`src/rtl/lpkm_pkg.sv`:
```
package lpkm_pkg;

  localparam int unsigned KEY_W  = 64;
  localparam int unsigned CTX_W  = 16;
  localparam int unsigned HOME_W = 16;

  localparam logic [KEY_W-1:0] MIX_MULT  = 64'hff51afd7ed558ccd;
  localparam int unsigned      MIX_SHIFT = 33;

  localparam logic ACT_LOOKUP = 1'b0;
  localparam logic ACT_INSERT = 1'b1;

  typedef enum logic [2:0] {
    ST_INSERTED  = 3'd0,
    ST_HIT       = 3'd1,
    ST_DUPLICATE = 3'd2,
    ST_FULL      = 3'd3,
    ST_MISS      = 3'd4
  } status_e;

  typedef struct packed {
    logic              action;
    logic [KEY_W-1:0]  key;
    logic [CTX_W-1:0]  ctx;
    logic              flag;
    logic              zero_key;
    logic [HOME_W-1:0] home;
  } item_t;

  typedef struct packed {
    logic             used;
    logic             flag;
    logic [CTX_W-1:0] ctx;
    logic [KEY_W-1:0] key;
  } slot_t;

endpackage

```
`src/rtl/lpkm_front.sv`:
```
module lpkm_front (
  input  logic                clk_i,
  input  logic                rst_ni,
  input  logic                clear_busy_i,
  input  logic                in_valid_i,
  output logic                in_ready_o,
  input  logic [87:0]         in_data_i,  // key[63:0], context_in[79:64], flag_in[80], zero pad
  input  logic [0:0]          in_user_i,  // action[0]
  output logic                push_valid_o,
  input  logic                push_ready_i,
  output lpkm_pkg::item_t     push_item_o
);
  import lpkm_pkg::*;

  typedef enum logic [1:0] {
    F_IDLE,
    F_MUL,
    F_PUSH
  } front_state_e;

  front_state_e     state_q;
  logic [1:0]       step_q;
  logic             act_q;
  logic [KEY_W-1:0] key_q;
  logic [CTX_W-1:0] ctx_q;
  logic             flag_q;
  logic             zero_q;
  logic [KEY_W-1:0] a_q;
  logic [KEY_W-1:0] prod_q;
  logic [KEY_W-1:0] acc_q;

  logic [31:0]      op_a;
  logic [31:0]      op_m;
  logic [KEY_W-1:0] mul;
  logic [KEY_W-1:0] in_key;

  assign in_key = in_data_i[63:0];
  assign op_a   = (step_q == 2'd2) ? a_q[63:32] : a_q[31:0];
  assign op_m   = (step_q == 2'd1) ? MIX_MULT[63:32] : MIX_MULT[31:0];
  assign mul    = {32'h0, op_a} * {32'h0, op_m};

  assign in_ready_o   = (state_q == F_IDLE) && !clear_busy_i;
  assign push_valid_o = (state_q == F_PUSH);

  always_comb begin
    push_item_o.action   = act_q;
    push_item_o.key      = key_q;
    push_item_o.ctx      = ctx_q;
    push_item_o.flag     = flag_q;
    push_item_o.zero_key = zero_q;
    push_item_o.home     = acc_q[HOME_W-1:0] ^ acc_q[MIX_SHIFT +: HOME_W];
  end

  always_ff @(posedge clk_i or negedge rst_ni) begin
    if (!rst_ni) begin
      state_q <= F_IDLE;
      step_q  <= 2'd0;
    end else begin
      unique case (state_q)
        F_IDLE: begin
          if (in_valid_i && in_ready_o) begin
            act_q   <= in_user_i[0];
            key_q   <= in_key;
            ctx_q   <= in_data_i[79:64];
            flag_q  <= in_data_i[80];
            zero_q  <= (in_key == '0);
            a_q     <= in_key ^ (in_key >> MIX_SHIFT);
            acc_q   <= '0;
            step_q  <= 2'd0;
            state_q <= (in_key == '0) ? F_PUSH : F_MUL;
          end
        end
        F_MUL: begin
          prod_q <= mul;
          case (step_q) inside
            2'd1:       acc_q <= prod_q;
            2'd2, 2'd3: acc_q <= acc_q + {prod_q[31:0], 32'h0};
            default:    acc_q <= acc_q;
          endcase
          step_q <= step_q + 2'd1;
          if (step_q == 2'd3) begin
            state_q <= F_PUSH;
          end
        end
        F_PUSH: begin
          if (push_ready_i) begin
            state_q <= F_IDLE;
          end
        end
        default: state_q <= F_IDLE;
      endcase
    end
  end

endmodule

```
`config.mk`:
```
export PLATFORM = sky130hd
export DESIGN_NAME = lpkm_front
export DESIGN_NICKNAME = d
export VERILOG_FILES = /design/src/rtl/lpkm_pkg.sv /design/src/rtl/lpkm_front.sv
export SDC_FILE = /design/constraint.sdc
export NUM_CORES = 2
export LEC_CHECK = 0
export BUFFER_PORTS_ARGS = -buffer_cell sky130_fd_sc_hd__buf_4
export CORE_MARGIN = 4
export CORE_UTILIZATION = 55
export DETAILED_ROUTE_END_ITERATION = 8
export PLACE_DENSITY_LB_ADDON = 0.3
export RECOVER_POWER = 50
export SYNTH_ARGS = -nofsm -noshare
export SYNTH_HDL_FRONTEND = slang
export SYNTH_SLANG_ARGS = --single-unit
```
`constraint.sdc`:
```
create_clock -name clk_i -period 10.6 [get_ports clk_i]
set_input_delay 1.06 -clock clk_i [delete_from_list [all_inputs] [get_ports clk_i]]
set_output_delay 1.06 -clock clk_i [all_outputs]
set_load 0.02 [all_outputs]
```
==> flow_summary.toml <==
[status]
outcome = "complete, but fails checks"
violations = "capacitance limit, slew limit"

[clock_tree]
post_cts_buffers = 0
postCtsResizedCells = 0
worstSkewPairLatency_ns = 0.50
cts-hold-fix-buffers = 0
cts.sinks = 185
path_clk_slew_ns = 0.08
clockBufferDepth = 2
numCtsBuffers = 17
cts_tree = "done"
htreeDepth = 4
root_buffer = "clkbuf_16"

[sta]
hold_viol = 0
fin_crit_sh_pct = 89.8
maxSlewViolCount = 35
relSlewSlack_pct = -22.4
rsz0062_at_grt = "no"
setup_slack_ns = 1.08
whs_ns = 0.410
setup_tns_ns = 0
setup_viol = 0
fin_skew_ns = 0.0282
post-route-min-period_ns = 9.52
fmax_mhz = 105
tightest_slew_ns = 1.84

[synthesis]
ys.flop_type = "edfxtp_1"
syn_avg_cell_area_um2 = 11.4
ys_seq_elements = 185
yosysUniqueCellTypes = 68
async_reset_ff_share_pct = 2.16
synth_edf_count = 181
yosysTopAreaCell = "fa_1"
netlist_instances = 2483
netlist_area_um2 = 28200
syn_nets = 3481
synth_area_leaders = "fa_1 (39%), edfxtp_1 (19%), ha_1 (16%), inv_1 (8.4%), xor2_1 (1.9%)"
ys_seq_area_share_pct = 19.6
yosysWarnings = 0
synth_top_cell_area_share_pct = 39.1

[placement]
gp_congestion = 0.972
dpl_worst_slack_ns = 1.13
port-buffer-count = 187
dpl.hpwl_mm = 67.0
place_inst = 3295

[final_layout]
final_cells = 3327
layout_commonest_cell = "inv_1"
final_cell_mix = "inv_1 (634), fa_1 (551), ha_1 (351)"
drive_gt1_share_pct = 5.69
nNetsFinal = 3640
diodes = 0
areaGrowthSynthToFinish_pct = 7.78

[detailed_routing]
dr_total_vias = 18300
first_pass_iters = 8
viasPerCell = 5.49
wl_mm = 78.3
drcViolationCount = 0
drt_iter0_drc = 1294
ant_nets = 0
wl_per_cell_um = 23.5

[floorplan]
fp.dieArea_um2 = 54900
core_um2 = 50400
fp-row-count = 82
start_util_pct = 56.0
top_level_ports = 195
die-width_um = 234
die_h_um = 234

[flow_run]
drv_cap = 1

[grt]
gr-total-overflow = 0
antenna_found_initial = 1
grt_pass1_wl_mm = 119
grt_max_degree = 72
grt_pass1_vias = 19900
grt_util_all_layers_pct = 29.5

[worst_setup_path]
cp_slowest_cell = "mux2i_1"
endpoint_kind = "flop"
required_ns = 10.80
max_stage_delay_ns = 0.72
critPathKind = "flop to flop"
path_max_fanout = 21
start_kind = "flop"
crit_top_cell = "inv_1"
arrival_ns = 9.72

[hold_path]
hold_path_class = "primary input to asynchronous set/reset pin"
## path summary, 6_finish.rpt
check,to,startpoint,cells after the start,slack [ns]
worst max-delay path,prod_q[48],step_q[0],28,1.08
worst min-delay path,state_q[1],rst_ni,1,0.41
worst max register to register,prod_q[48],step_q[0],28,1.08
worst min register to register,acc_q[34],prod_q[34],2,0.60
max in group asynchronous,step_q[0],rst_ni,1,9.97
min in group clk_i,acc_q[34],prod_q[34],2,0.60
## sequential cells by signal (all words and copies together) (netlist names)
name,flops
zero_q,1
state_q,2
flag_q,1
a_q,31
key_q,64
act_q,1
prod_q,34
step_q,2
acc_q,33
ctx_q,16
## worst max-delay path: cells and delay by family (launching register included)
kind | cells | cell delay [ns]
XOR/XNOR | 1 | 0.12
buffers and inverters | 9 | 1.16
AO/OA/AOI/OAI | 7 | 1.80
multiplexers | 1 | 0.72
flip-flops | 1 | 0.47
adder cells (fa/ha/maj) | 10 | 4.92
## cell families (layout without fill, tap and decap cells)
group	count (synthesis)	after routing	synth area share (%)
adders and majority gates	904	904	54.8
buffers and inverters	715	887	10.0
and+or+nand+nor	297	297	4.97
AOI/OAI and AO/OA	207	207	4.78
DFF	185	185	19.6
xor gates and xnor gates	111	111	3.45
muxes	63	63	2.31
other	1	1	0.0133
## final cells by class
class,count,area [µm²]
well taps,672,841
fillers,4247,20000
repair buffers,221,1110
inverters,634,2380
clock buffers,17,425
clock inverters,15,221
multi-input cells,1583,19900
flip-flops and latches,185,5540
## Yosys cell counts (16+ instances only)
| master | instances |
|---|---|
| nand2_1 | 54 |
| mux2i_1 | 46 |
| xnor2_1 | 50 |
| nor2b_1 | 16 |
| edfxtp_1 | 181 |
| o21ai_0 | 41 |
| nor4_1 | 19 |
| inv_1 | 634 |
| clkbuf_1 | 35 |
| fa_1 | 551 |
| buf_4 | 36 |
| nor2_1 | 126 |
| a21o_1 | 18 |
| a21oi_1 | 69 |
| xor2_1 | 61 |
| mux2_2 | 17 |
| ha_1 | 353 |
## routing by layer
layer	track usage (%)	up-vias	routed length, µm
li1	-	8104	-
met1	40.0	9300	31700
met2	48.2	705	38200
met3	4.99	161	5160
met4	11.0	0	3360
met5	0	-	0
## metrics by stage
| stage | cell area (µm²) | utilization, % |
|---|---|---|
| after floorplan | 28200 | - |
| after global placement | 30300 | 60.1 |
| after detailed placement | 30300 | 60.1 |
| after CTS | 30900 | 61.4 |
| after global routing | 30400 | 60.3 |
| final | 30400 | 60.3 |
Power is not shown: default switching activity piles up to over one toggle a cycle in this logic, so the estimate is an artifact.
