--- config.mk ---
export PLATFORM = sky130hd
export DESIGN_NAME = lpkm_queue
export DESIGN_NICKNAME = d
export VERILOG_FILES = /design/src/rtl/lpkm_pkg.sv /design/src/rtl/lpkm_queue.sv
export SDC_FILE = /design/constraint.sdc
export NUM_CORES = 1
export LEC_CHECK = 0
export BUFFER_PORTS_ARGS = -buffer_cell sky130_fd_sc_hd__buf_2
export CAP_MARGIN = 20
export CORE_MARGIN = 2
export CORE_UTILIZATION = 50
export DETAILED_ROUTE_END_ITERATION = 10
export PLACE_DENSITY = 0.72
export SETUP_SLACK_MARGIN = 0.3
export SLEW_MARGIN = 40
export SYNTH_ARGS = -nofsm -noshare
export SYNTH_HDL_FRONTEND = slang
export SYNTH_SLANG_ARGS = --single-unit
--- constraint.sdc ---
create_clock -name clk_i -period 10.5 [get_ports clk_i]
set_clock_uncertainty 0.05 [all_clocks]
set_input_delay 0.525 -clock clk_i [delete_from_list [all_inputs] [get_ports clk_i]]
set_output_delay 0.525 -clock clk_i [all_outputs]
set_load 0.1 [all_outputs]
--- src/rtl/lpkm_pkg.sv ---
package lpkm_pkg;

  localparam int unsigned KEY_W  = 64;
  localparam int unsigned CTX_W  = 16;
  localparam int unsigned HOME_W = 16;

  localparam logic [KEY_W-1:0] MIX_MULT  = 64'hff51afd7ed558ccd;
  localparam int unsigned      MIX_SHIFT = 33;

  localparam logic ACT_LOOKUP = 1'b0;
  localparam logic ACT_INSERT = 1'b1;

  typedef enum logic [2:0] {
    ST_INSERTED  = 3'd0,
    ST_HIT       = 3'd1,
    ST_DUPLICATE = 3'd2,
    ST_FULL      = 3'd3,
    ST_MISS      = 3'd4
  } status_e;

  typedef struct packed {
    logic              action;
    logic [KEY_W-1:0]  key;
    logic [CTX_W-1:0]  ctx;
    logic              flag;
    logic              zero_key;
    logic [HOME_W-1:0] home;
  } item_t;

  typedef struct packed {
    logic             used;
    logic             flag;
    logic [CTX_W-1:0] ctx;
    logic [KEY_W-1:0] key;
  } slot_t;

endpackage

--- src/rtl/lpkm_queue.sv ---
module lpkm_queue (
  input  logic            clk_i,
  input  logic            rst_ni,
  input  logic            push_valid_i,
  output logic            push_ready_o,
  input  lpkm_pkg::item_t push_item_i,
  output logic            pop_valid_o,
  input  logic            pop_ready_i,
  output lpkm_pkg::item_t pop_item_o
);
  import lpkm_pkg::*;

  item_t      mem_q [2];
  logic       wr_ptr_q;
  logic       rd_ptr_q;
  logic [1:0] count_q;
  logic       do_push;
  logic       do_pop;

  assign push_ready_o = (count_q != 2'd2);
  assign pop_valid_o  = (count_q != 2'd0);
  assign pop_item_o   = mem_q[rd_ptr_q];
  assign do_push      = push_valid_i && push_ready_o;
  assign do_pop       = pop_valid_o && pop_ready_i;

  always_ff @(posedge clk_i) begin
    if (do_push) begin
      mem_q[wr_ptr_q] <= push_item_i;
    end
  end

  always_ff @(posedge clk_i or negedge rst_ni) begin
    if (!rst_ni) begin
      wr_ptr_q <= 1'b0;
      rd_ptr_q <= 1'b0;
      count_q  <= 2'd0;
    end else begin
      if (do_push) begin
        wr_ptr_q <= ~wr_ptr_q;
      end
      if (do_pop) begin
        rd_ptr_q <= ~rd_ptr_q;
      end
      if (do_push && !do_pop) begin
        count_q <= count_q + 2'd1;
      end else if (do_pop && !do_push) begin
        count_q <= count_q - 2'd1;
      end
    end
  end

endmodule

==> results of run 1 <==
cells by family after synthesis:
kind of cell               synth area share
adders and majority gates          0.001596
DFF                                  0.7714
xor gates and xnor gates           0.005589
muxes                                0.1897
and+or+nand+nor                    0.004313
buffers and inverters               0.02746
through the flow:
| stage | hold WS (ps) | util | area, um2 | worst slack, ps |
|---|---|---|---|---|
| after floorplan | 179.4 | - | 7838 | 4278 |
| after global placement | 283.2 | 0.5862 | 8945 | 7225 |
| after detailed placement | 290.2 | 0.5888 | 8984 | 7487 |
| after CTS | 168.0 | 0.6309 | 9627 | 6981 |
| after global routing | 162.3 | 0.6309 | 9627 | 6894 |
| final | 186.1 | 0.6309 | 9627 | 7018 |
cell usage in the layout, fill, tap and decap left out, drive strengths merged:
cell	instances
and3	1
buf	207
nand2	2
xor2	2
xnor2	3
dfrtp	4
ha	1
bufinv	1
edfxtp	198
inv	1
clkinv	4
or2	1
clkbuf	30
mux2	99
dlygate4sd3	1
clkinvlp	1
nand2b	1
nor2	2
layer usage:
metal | up-vias | wire length [um] | track usage
met4 | 0 | 229 | 0.04476
met2 | 134 | 6975 | 0.2697
li1 | 1731 | - | -
met1 | 1823 | 5509 | 0.2119
met5 | - | 0 | 0
met3 | 17 | 1077 | 0.04211
area by class of cell:
| class | count | area share |
|---|---|---|
| Tap cell | 211 | 0.02742 |
| Clock buffer | 30 | 0.06018 |
| Clock inverter | 6 | 0.005589 |
| Inverter | 1 | 0.0003899 |
| Sequential cell | 202 | 0.6284 |
| Multi-Input combinational cell | 112 | 0.1651 |
| Timing Repair Buffer | 208 | 0.1129 |
sequential cells by signal, summed over array words and instances, names as in the netlist:
register  count
count_q       2
mem_q       198
rd_ptr_q      1
wr_ptr_q      1
repair_timing:
action                                 CTS  global route
resized for setup                        0             0
hold buffers                             1             0
endpoints found under the hold margin    4             0
final timing paths:
path,from,endpoint,cells after the start
max reg2reg,count_q[0],mem_q[0][88],5
max in group asynchronous,rst_ni,rd_ptr_q,2
max,rd_ptr_q,pop_item_o[72],3
min,push_item_i[22],mem_q[1][22],1
min reg2reg,count_q[1],count_q[1],1
min in group asynchronous,rst_ni,wr_ptr_q,2
worst max-delay path: stages, from the launching register on:
cell and delay (ps):
dfrtp_4 950, buf_6 700, mux2_4 290, buf_2 420
==> results.md, run 1 <==
* Ant diodes at 0
* Synth Flop Type: edfxtp_1
* GRT Overall Usage at 0.1615
* Die X at 129.2 um
* Dpl cells at 733
* Per-cell routed wire length at 17.91 um
* Die Ht at 129.2 um
* DPL Wire Length at 9.208 mm
* Core Box Area at 15260 um2
* Sink Count at 202
* Register area share after synthesis at 0.7714
* Top-count cell post-synth: edfxtp_1
* DRC violations left at 0
* Yosys top cell by area: edfxtp_1
* Critical path type: flip-flop to output pin
* Clock tree buffer depth at 3
* Synth cell count leaders: edfxtp_1 (198), mux2_4 (99), buf_12 (10)
* Initial antenna violation count at 0
* Post-synth EDFFs at 198
* Number of routed nets with antenna violations at 0
* Clk root buf: clkbuf_16
* Tcrit/Tclk final at 0.3317
* Final Hold Fails at 0
* Syn Nets at 430
* Setup crit end kind: output pin
* Warnings, synthesis at 0
* Overflow after GRT at 0
* Reg area at 6050 um2
* Synth async-reset ratio at 0.01980
* Area grow syn2layout at 22.83%
* CTS tree: built
* Vias post-DR at 3705
* Multi-input logic area at 1589 um2
* Unrepaired setup endpoints after global routing: false
* I/O Buffers at 203
* Mapped Cells at 326
* Clock latency at the later pin of the worst-skew pair at 470 ps
* Synth Cell Area at 7838 um2
* Min-Delay Path Class: input port to flip-flop
* Routed vias/inst at 4.812
* Initial DRC count at 279
* Fraction of layout cells with a size suffix above 1 at 0.5993
* Share of the synthesized area in the top cell type at 0.7586
* Synth cell types at 14
* Final Non-Filler Cells at 770
* Starting density of the core at 0.5137
* CTS H-tree lvls at 1
* Largest net degree at the start of global routing at 71
* Worst slew pin tran at 813.1 ps
* Ports at 204
* Fin. max-slew vios at 0
* Gpl congestion at 0.7283
* Post-synthesis area per instance at 24.04 um2
* Routed wire length at 13.79 mm
* Status: completed
* First drt pass iteration count at 4
* Nature of the critical path startpoint: flip-flop
* FP Rows at 45
* Nets at 650
* FF+latch count, synth at 202
* Cts bufs inserted at 21
* Max frequency at 287.2 MHz
* Critical path required time at 9930 ps
* Fin crit period at 3482 ps
* Die ar. at 16690 um2
* First-pass GRT wire length at 20.51 mm
* Setup TNS at 0 ps
* Max_slew headroom at 0.4579
* Worst-path clk slew at 60 ps
* Setup Viol. Count Final at 0
* FF-to-FF setup slack at 8050 ps
* Max-cap violations at 0
* Post-CTS setup buffers at 0
* Vias in the first global route at 3808
* Fill cells at 1094
* Arrival @ worst endpoint at 2910 ps
* Leading post-synthesis cells by cell area: edfxtp_1 (76%), mux2_4 (19%), buf_12 (2.6%), dfrtp_1 (1.3%), xnor2_1 (0.34%)
* Crit-path max FO at 60
Power of run 1 is left out: the tool's default activity adds up to more than one toggle a clock period on the data nets, which glitch-free logic cannot reach.
==> run 2: changes to the inputs <==
--- a/config.mk
+++ b/config.mk
@@ -5,12 +5,13 @@
 export SDC_FILE = /design/constraint.sdc
 export NUM_CORES = 1
 export LEC_CHECK = 0
+export ABC_AREA = 1
 export BUFFER_PORTS_ARGS = -buffer_cell sky130_fd_sc_hd__buf_2
 export CAP_MARGIN = 20
 export CORE_MARGIN = 2
 export CORE_UTILIZATION = 50
 export DETAILED_ROUTE_END_ITERATION = 10
-export PLACE_DENSITY = 0.72
+export PLACE_DENSITY = 0.73
 export SETUP_SLACK_MARGIN = 0.3
 export SLEW_MARGIN = 40
 export SYNTH_ARGS = -nofsm -noshare
==> constraint.sdc (replaced) <==
create_clock -name clk_i -period 3.6 [get_ports clk_i]
set_clock_uncertainty 0.05 [all_clocks]
set_input_delay 0.18 -clock clk_i [delete_from_list [all_inputs] [get_ports clk_i]]
set_output_delay 0.18 -clock clk_i [all_outputs]
set_load 0.1 [all_outputs]
==> run 2 against run 1 <==
Against the previous run:
- non-clock buffer count grew 105
- sequential cell count unchanged
- worst hold slack lost 60 ps
- cell count is 37% higher
- critical path depth rose by 1
- synthesized cell count increased by 67%
- highest routed layer unchanged
==> results.md, run 2 <==
* Status: completed
* Setup TNS at 0 ps (unchanged)
* Register area share after synthesis at 0.8117 (+0.04030)
* CTS tree: built
* First-pass GRT wire length at 25.47 mm (+24%)
* Largest register FFs at 198 (unchanged)
* DRC violations left at 0 (unchanged)
* Clock tree buffer depth at 3 (unchanged)
* Largest regs: mem_q x198, count_q x2
* Hold wc startpoint: push_valid_i
* Synth async-reset ratio at 0.01980 (unchanged)
* Hold depth at 3 (+2)
* FF-to-FF path depth at 5 (unchanged)
* Compound-cell area share of the yosys netlist at 0 (unchanged)
* Worst-path clk slew at 60 ps (about the same)
* Adder-Cell Fraction of Synth Area at 0.001680 (+0.00008340)
* Vias post-DR at 5179 (+40%)
* Gpl congestion at 0.7489 (+2.8%)
* Worst slew pin tran at 763.8 ps (-49.38 ps)
* Max_slew headroom at 0.4908 (+0.03292)
* Ports at 204 (unchanged)
* Setup Viol. Count Final at 0 (unchanged)
* Clock latency at the later pin of the worst-skew pair at 480 ps (about the same)
* Routed wire length at 16.53 mm (+20%)
* Fin. max-slew vios at 0 (unchanged)
* Largest net degree at the start of global routing at 83 (+17%)
* Post-synthesis area per instance at 13.67 um2 (-43%)
* FF-to-FF End: mem_q[0][56]
* GRT Overall Usage at 0.2017 (+0.04022)
* Initial DRC count at 306 (+9.7%)
* Crit-path slowest cell: dfrtp_4
* RR Startpoint: count_q[0]
* I/O Buffers at 203 (unchanged)
* Arrival @ worst endpoint at 2240 ps (-670 ps)
* Post-synthesis xor/xnor area fraction at 0.002352 (-0.003236)
* Fin crit period at 2472 ps
* Fraction of layout cells with a size suffix above 1 at 0.2826 (-0.3167)
* Synth Flop Type: edfxtp_1
* Critical path type: flip-flop to output pin
* Overflow after GRT at 0 (unchanged)
* Area grow syn2layout at 38.06%
* FF+latch count, synth at 202 (unchanged)
* Crit-path max FO at 42 (-30%)
* Synth cell types at 14 (unchanged)
* Max frequency at 404.6 MHz
* Tcrit/Tclk final at 0.6866
* Nets at 964 (+48%)
* Top reg by flops: mem_q
* DPL Wire Length at 9.256 mm (+0.52%)
* Critical path required time at 3370 ps (-6560 ps)
* Cts bufs inserted at 21 (unchanged)
* Die Ht at 126.1 um (-2.4%)
* Post-synth EDFFs at 198 (unchanged)
* Setup crit end kind: output pin
* Nature of the critical path startpoint: flip-flop
* Largest stage delay, worst path at 620 ps (-330 ps)
* Share of the synthesized area in the top cell type at 0.7983 (+0.03963)
* Min-Delay Path Class: input port to flip-flop
* Largest family of logic cells by synthesized area: simple AND/OR/NAND/NOR gates
* Top-count cell post-synth: nand2_1
* Fill cells at 965 (-12%)
* Starting density of the core at 0.5125 (-0.001170)
* Initial antenna violation count at 0 (unchanged)
* Core Box Area at 14530 um2 (-4.7%)
* Synth Cell Area at 7448 um2 (-5.0%)
* Cells along the critical path: buf_4, nand2_1, nand2_1, buf_2
* Fraction of synthesized area in multiplexers at 0 (-0.1897)
* CTS H-tree lvls at 1 (unchanged)
* Commonest cells after routing, fill and taps aside: nand2_1 (306), buf_2 (203), edfxtp_1 (198), dlygate4sd3_1 (102), clkbuf_16 (21)
* Routed vias/inst at 4.895 (+1.7%)
* Crit-path most repeated cell: nand2_1
* FP Rows at 44 (-2.2%)
* Ant diodes at 0 (unchanged)
* Vias in the first global route at 5222 (+37%)
* Hold path endpoint: wr_ptr_q
* Max-cap violations at 0 (unchanged)
* Sink Count at 202 (unchanged)
* Mapped Cells at 545 (+67%)
* Number of routed nets with antenna violations at 0 (unchanged)
* Synth cell count leaders: nand2_1 (307), edfxtp_1 (198), buf_2 (10), buf_6 (10), inv_1 (6)
* Clk root buf: clkbuf_16
* Yosys top cell by area: edfxtp_1
* Post-Synth Simple-Gate Area at 0.1579 (+0.1536)
* CTS resizes at 0 (unchanged)
* Warnings, synthesis at 0 (unchanged)
* Die X at 126.1 um (-2.4%)
* Syn Nets at 649 (+51%)
* First drt pass iteration count at 5 (+1)
* Leading post-synthesis cells by cell area: edfxtp_1 (80%), nand2_1 (15%), buf_6 (1.5%), dfrtp_1 (1.3%), buf_2 (0.67%)
* FF-to-FF setup slack at 1650 ps (-6400 ps)
* Most common cell after layout, fill and taps aside: nand2_1
* Die ar. at 15890 um2 (-4.8%)
* Per-cell routed wire length at 15.62 um (-13%)
* Final Hold Fails at 0 (unchanged)
* Unrepaired setup endpoints after global routing: false
-- run 2: cell count changes after synthesis, sizes merged, moves of 2 or more --
| cell | before | now |
|---|---|---|
| buf | 11 | 21 |
| inv | 1 | 7 |
| mux2 | 99 | 0 |
| nand2 | 2 | 307 |
| nand3 | 0 | 2 |
| xnor2 | 3 | 1 |
-- run 2: kinds of logic (layout without fill, tap and decap cells) --
| group | after synthesis | count (layout) |
|---|---|---|
| AND/OR/NAND/NOR | 312 | 312 |
| XOR/XNOR | 2 | 2 |
| buffers and inverters | 28 | 357 |
| adder cells (fa/ha/maj) | 1 | 1 |
| flip-flops | 202 | 202 |
-- run 2: per-layer routing --
metal	track usage	routed length (um)
met1	0.2434	6167
met3	0.05735	1502
met4	0.07628	536
met2	0.3466	8319
met5	0	0
-- run 2: how the worst max path moves through the flow --
stage,to,start
detailed placement,pop_item_o[70],rd_ptr_q
global route,pop_item_o[85],rd_ptr_q
global placement,pop_item_o[70],rd_ptr_q
CTS,pop_item_o[70],rd_ptr_q
finish,pop_item_o[68],rd_ptr_q
floorplan,mem_q[0][0],count_q[0]
-- run 2: critical path, delay by kind of cell (launching register included) --
family | cells | cell delay, ps
AND/OR/NAND/NOR | 2 | 230
buffers and inverters | 2 | 880
flip-flops | 1 | 620
-- run 2: cell type report --
cell class              count  area, um2  area share
repair buffers            313       2110      0.2051
multi-input cells         315       1224      0.1190
clock buffers              23      543.0     0.05280
well taps                 184      230.2     0.02239
flip-flops and latches    202       6050      0.5883
clock inverters            14      100.1    0.009734
inverters                   7      27.53    0.002677
-- run 2: what timing repair did --
action                                 CTS  global route
hold buffers                           102             0
endpoints found under the hold margin  203             0
buffers inserted                         0             0
-- run 2: through the flow --
stage	worst slack, ps	hold slack, ps	utilization	std cells	area, um2
after floorplan	458.4	-165.6	-	545	7466
after global placement	1648	-60.37	0.5931	919	8620
after detailed placement	1638	-59.06	0.5931	919	8620
after CTS	1120	110.9	0.7076	1058	10280
after global routing	1020	160.0	0.7076	1058	10280
final	1128	126.1	0.7076	1058	10280
Power of run 2 is left out for the same reason.
